File: config.mk
export PLATFORM = sky130hd
export DESIGN_NAME = laa_ram
export DESIGN_NICKNAME = d
export VERILOG_FILES = /design/src/laa_ram.sv
export SDC_FILE = /design/constraint.sdc
export NUM_CORES = 2
export LEC_CHECK = 0
export ABC_CLOCK_PERIOD_IN_PS = 3350
export BUFFER_PORTS_ARGS = -buffer_cell sky130_fd_sc_hd__buf_2
export CAP_MARGIN = 40
export CORE_UTILIZATION = 50
export CTS_BUF_LIST = sky130_fd_sc_hd__clkbuf_4 sky130_fd_sc_hd__clkbuf_8
export DETAILED_ROUTE_END_ITERATION = 16
export GPL_ROUTABILITY_DRIVEN = 0
export GPL_TIMING_DRIVEN = 1
export PLACE_DENSITY = 0.7
export SLEW_MARGIN = 15
export SYNTH_ARGS = -nofsm -noshare
export SYNTH_HDL_FRONTEND = slang
export SYNTH_SLANG_ARGS = --single-unit
export TNS_END_PERCENT = 50
File: constraint.sdc
create_clock -name i_clk -period 3.35 [get_ports i_clk]
set_clock_uncertainty 0.05 [all_clocks]
set_input_delay 0.8375 -clock i_clk [delete_from_list [all_inputs] [get_ports i_clk]]
set_output_delay 0.8375 -clock i_clk [all_outputs]
set_load 0.1 [all_outputs]
File: src/laa_ram.sv
// Generic simple dual-port RAM with one write port and a registered read port.
module laa_ram #(
    parameter int WIDTH = 8,
    parameter int DEPTH = 256
) (
    input  logic                     i_clk,
    input  logic                     i_wr_en,
    input  logic [$clog2(DEPTH)-1:0] i_wr_addr,
    input  logic [WIDTH-1:0]         i_wr_data,
    input  logic [$clog2(DEPTH)-1:0] i_rd_addr,
    output logic [WIDTH-1:0]         o_rd_data
);

    logic [WIDTH-1:0] r_mem [DEPTH];

    always_ff @(posedge i_clk) begin
        if (i_wr_en) begin
            r_mem[i_wr_addr] <= i_wr_data;
        end
        o_rd_data <= r_mem[i_rd_addr];
    end

endmodule

== Word level (Yosys, flattened, before mapping) ==
Memory sizes are Yosys's and may differ from the RTL's. A register that Yosys moved wholly into a read port is not among the register bits.
Index checks and enable logic that the tools add are counted.
Operators by class
  muxes and demuxes: 2
Operator list (count)
  two-way mux 1 bit: 2
Word-level totals
  bits in registers: 0
  bits in writable memories: 2048
  output and inout port bits: 8
  memories kept: 1
Memories
  r_mem: words 256, bits a word 8, rd ports 1, clocked after memory_dff 1, write ports 1, RTL line 14  | logic [WIDTH-1:0] r_mem [DEPTH];

== Logic depth before layout (Yosys ltp) ==
  word-level depth: 2
  mapped depth: 11
  gate-level depth less buffers: 6

== Worst setup path after synthesis ==
OpenSTA, ideal clock, no wires.
  kind: in2reg
  start point: input i_rd_addr[0]
  end point: register o_rd_data[2] (read register of r_mem)
  setup time: 131 ps
  data arrival time: 2644 ps
  required time: 3169 ps
  slack: 525 ps
  stages: 9
  path through: buf_6 > buf_12 > buf_8 > buf_2 > mux4_2 > a22oi_1 > a21oi_1 > nor4_1 > nor4_2
RTL lines
  start, declared: RTL line 10  | input logic [$clog2(DEPTH)-1:0] i_rd_addr,
  end, declared: RTL line 11  | output logic [WIDTH-1:0] o_rd_data

== Worst setup path in the final report ==
  start point: register o_rd_data[1] (read register of r_mem)
  end point: output o_rd_data[1]
No word-level cell between the ends.

==> impl_metrics.py <==
metrics = {
    "worst_setup_path": {
        "worst-setup-path-type": "reg -> out",
        "timing.critical_path.buf_inv": 1,
        "crit_required_ns": 2.46,
        "critical_path.max_stage_delay_ns": 0.67,
        "critPathTopFamily": "flip-flops",
        "critical_path.endpoint_type": "primary output",
        "start_kind": "register",
        "slowest_stage": "sky130_fd_sc_hd__dfxtp_1",
        "path_max_fanout": 1,
        "crit_arrival_ns": 2.24,
        "critical_path.cell_chain": "buf_2",
    },
    "synthesis": {
        "yosys-top-cells-area": "sky130_fd_sc_hd__edfxtp_1, sky130_fd_sc_hd__mux4_2, sky130_fd_sc_hd__mux2i_1",
        "yosys.cell_types.count": 55,
        "synth.ff_latch_count": 2056,
        "synth_cells": 3733,
        "synthArstFlopShare": 0,
        "number_of_synthesis_warnings": 0,
        "synth_edf_count": 2048,
        "avgSynthCellArea_um2": 21.3,
        "netlist_area_mm2": 0.0796,
        "postSynth.topFlopCell": "sky130_fd_sc_hd__edfxtp_1",
        "synth_largest_type_area_fraction": 0.773,
        "mappedNetlistNets": 3759,
        "synth_sequential_area_ratio": 0.775,
        "synth_area_leader": "sky130_fd_sc_hd__edfxtp_1",
    },
    "final_layout": {
        "layout_cell_share_with_drive_strength_beyond_1": 0.346,
        "nNetsFinal": 4516,
        "area_grow_syn2layout_pct": 16.6,
        "layoutNonFillerInstCount": 6807,
        "design_area_mm2": 0.0927,
    },
    "grt": {
        "grt_max_degree": 117,
        "via_count_of_the_first_global_routing_pass": 42200,
        "globalRoute.totalOverflow": 0,
        "number_of_antenna_violations_at_the_first_check_in_global_routing": 12,
        "grt_first_pass_wirelength_um": 283000,
        "grt_use_total": 0.244,
    },
    "floorplanning": {
        "dieWidth_um": 401,
        "core_mm2": 0.158,
        "die_footprint_mm2": 0.161,
        "std_cell_rows": 146,
        "die_y_um": 401,
        "initial_core_util": 0.503,
        "pin_count": 34,
    },
    "detailed_routing": {
        "drcViolationCount": 0,
        "drt_first_iter_violations": 4875,
        "vias_per_inst": 6.11,
        "via_count": 41600,
        "final_antenna_net_count": 0,
        "wl_per_cell_um": 28.8,
        "dr_pass1_iterations": 6,
        "route.final.wire_length_um": 196000,
    },
    "sta": {
        "finalCritPeriodShare": 0.933,
        "drv_slew": 0,
        "number_of_endpoints_with_negative_hold_slack_in_the_final_report": 0,
        "fin_crit_ns": 3.12,
        "tightest_slew_ns": 0.844,
        "setup_viol": 0,
        "rsz_0062_raised_after_global_routing": "no",
        "maximum_achievable_frequency_mhz": 320,
        "maxSlewHeadroom": 0.436,
    },
    "power_and_ir_drop": {
        "totalPowerFinal_mw": 52.1,
        "pwr_density_cell_mw_per_mm2": 562,
        "vdd.ir_drop.worst_uv": 530,
        "total_leakage_power_nw": 30.2,
    },
    "clock_network": {
        "post-cts-setup-buffers": 0,
        "cts_buffer_count": 337,
        "clock_insertion_delay_at_the_later_pin_of_the_skew_report_ns": 1.07,
        "cts_resizes": 0,
        "clock_sinks": 2056,
        "root_buffer": "sky130_fd_sc_hd__clkbuf_8",
        "cts_tree": "yes",
        "cts.clk_slew.worst_paths_ns": 0.07,
        "cts_htree_levels": 5,
        "clk_buf_depth": 4,
        "number_of_hold_buffers_added_after_cts": 0,
    },
    "placement": {
        "dp_cell_count": 6223,
        "numPortBuffers": 33,
        "placed_area_mm2": 0.0864,
        "place.detailed.hpwl_um": 125000,
    },
    "run_status": {
        "outcome": "completed",
    },
    "worst_hold_path": {
        "hp-class": "in -> reg",
    },
    "flow_run": {
        "max_cap_violations": 0,
    },
}
## synthesized netlist by cell type (all sizes together), types with 2 or more instances
library cell,n
nor4,27
a22o,8
a31oi,2
o32ai,5
a211oi,16
and2,6
o21ai,12
o22a,5
or2,4
a2111oi,5
nand2,33
o221ai,47
buf,122
o211ai,10
a221oi,14
nand4,10
nand3,34
nand2b,8
dfxtp,8
mux2i,134
nor3,22
mux4,456
a22oi,133
nor2,282
o22ai,28
a21oi,96
nand3b,2
clkbuf,111
edfxtp,2048
and3b,2
nor2b,31
a311oi,2
## state kept, by name, indices dropped and copies added, names as in the netlist
register	cells
r_mem	2048
o_rd_data	8
## final timing paths
path,cells after the start,from,end,slack [ns]
min,1,i_wr_data[7],r_mem[182][7],0.13
min reg2reg,7,r_mem[41][3],o_rd_data[3],1.04
max,1,o_rd_data[1],o_rd_data[1],0.23
max reg2reg,9,r_mem[82][5],o_rd_data[5],0.50
## cell usage in the layout (no fill, tap or decap), drive strengths merged, types with 4 or more instances in the layout
| master | netlist | layout |
|---|---|---|
| mux4 | 456 | 456 |
| a211oi | 16 | 16 |
| o221ai | 47 | 47 |
| dfxtp | 8 | 8 |
| nor3 | 22 | 22 |
| o22a | 5 | 5 |
| nand2b | 8 | 8 |
| nand2 | 33 | 33 |
| diode | 0 | 8 |
| o21ai | 12 | 12 |
| o32ai | 5 | 5 |
| nor2b | 31 | 31 |
| and2 | 6 | 6 |
| a22oi | 133 | 133 |
| edfxtp | 2048 | 2048 |
| nor2 | 282 | 282 |
| or2 | 4 | 4 |
| a2111oi | 5 | 5 |
| mux2i | 134 | 134 |
| clkinv | 1 | 109 |
| buf | 122 | 646 |
| nand3 | 34 | 34 |
| clkbuf | 111 | 451 |
| nand4 | 10 | 10 |
| clkinvlp | 0 | 11 |
| bufinv | 0 | 6 |
| nor4 | 27 | 27 |
| inv | 1 | 5 |
| a221oi | 14 | 14 |
| o22ai | 28 | 28 |
| a21oi | 96 | 96 |
| a22o | 8 | 8 |
| o211ai | 10 | 10 |
## power breakdown
group,switching (mW),total [mW],internal (mW)
Clock,9.56,20.7,11.1
Sequential,0.0673,28.4,28.4
Combinational,1.85,2.97,1.13
Total,11.5,52.1,40.6
## stage by stage
stage	utilization	setup slack, ns	setup TNS (ns)	hold WS (ns)
2_1_floorplan	-	0.525	0	0.720
3_3_place_gp	0.546	-0.601	-2.81	0.970
3_5_place_dp	0.546	-0.412	-2.37	0.970
4_1_cts	0.586	0.182	0	0.0237
5_1_grt	0.586	0.168	0	0.0773
6_report	0.586	0.225	0	0.132
## layer usage
layer | wire length, µm | part of all wire | global-route usage
met1 | 76200 | 0.39 | 0.340
met3 | 20900 | 0.11 | 0.0600
met5 | 23 | 0.00012 | 0
met2 | 93200 | 0.48 | 0.381
met4 | 5610 | 0.029 | 0.0783
## final cells by class
class | instances | area (µm²)
sequential | 2056 | 61700
multi-input combinational | 1442 | 16500
clock inverter | 129 | 756
tap | 2072 | 2590
timing repair buffer | 651 | 5690
clock buffer | 447 | 5520
fill | 11200 | 65500
antenna | 8 | 20.0
inverter | 2 | 7.51
## kinds of logic after synthesis
logic type             count (synthesis)  share of synthesized area
AOI/OAI and AO/OA                    385                     0.0342
DFF                                 2056                      0.775
buffers and inverters                235                     0.0183
and+or+nand+nor                      466                     0.0263
muxes                                591                      0.146
No activity file was read; power rests on OpenSTA's default activity.
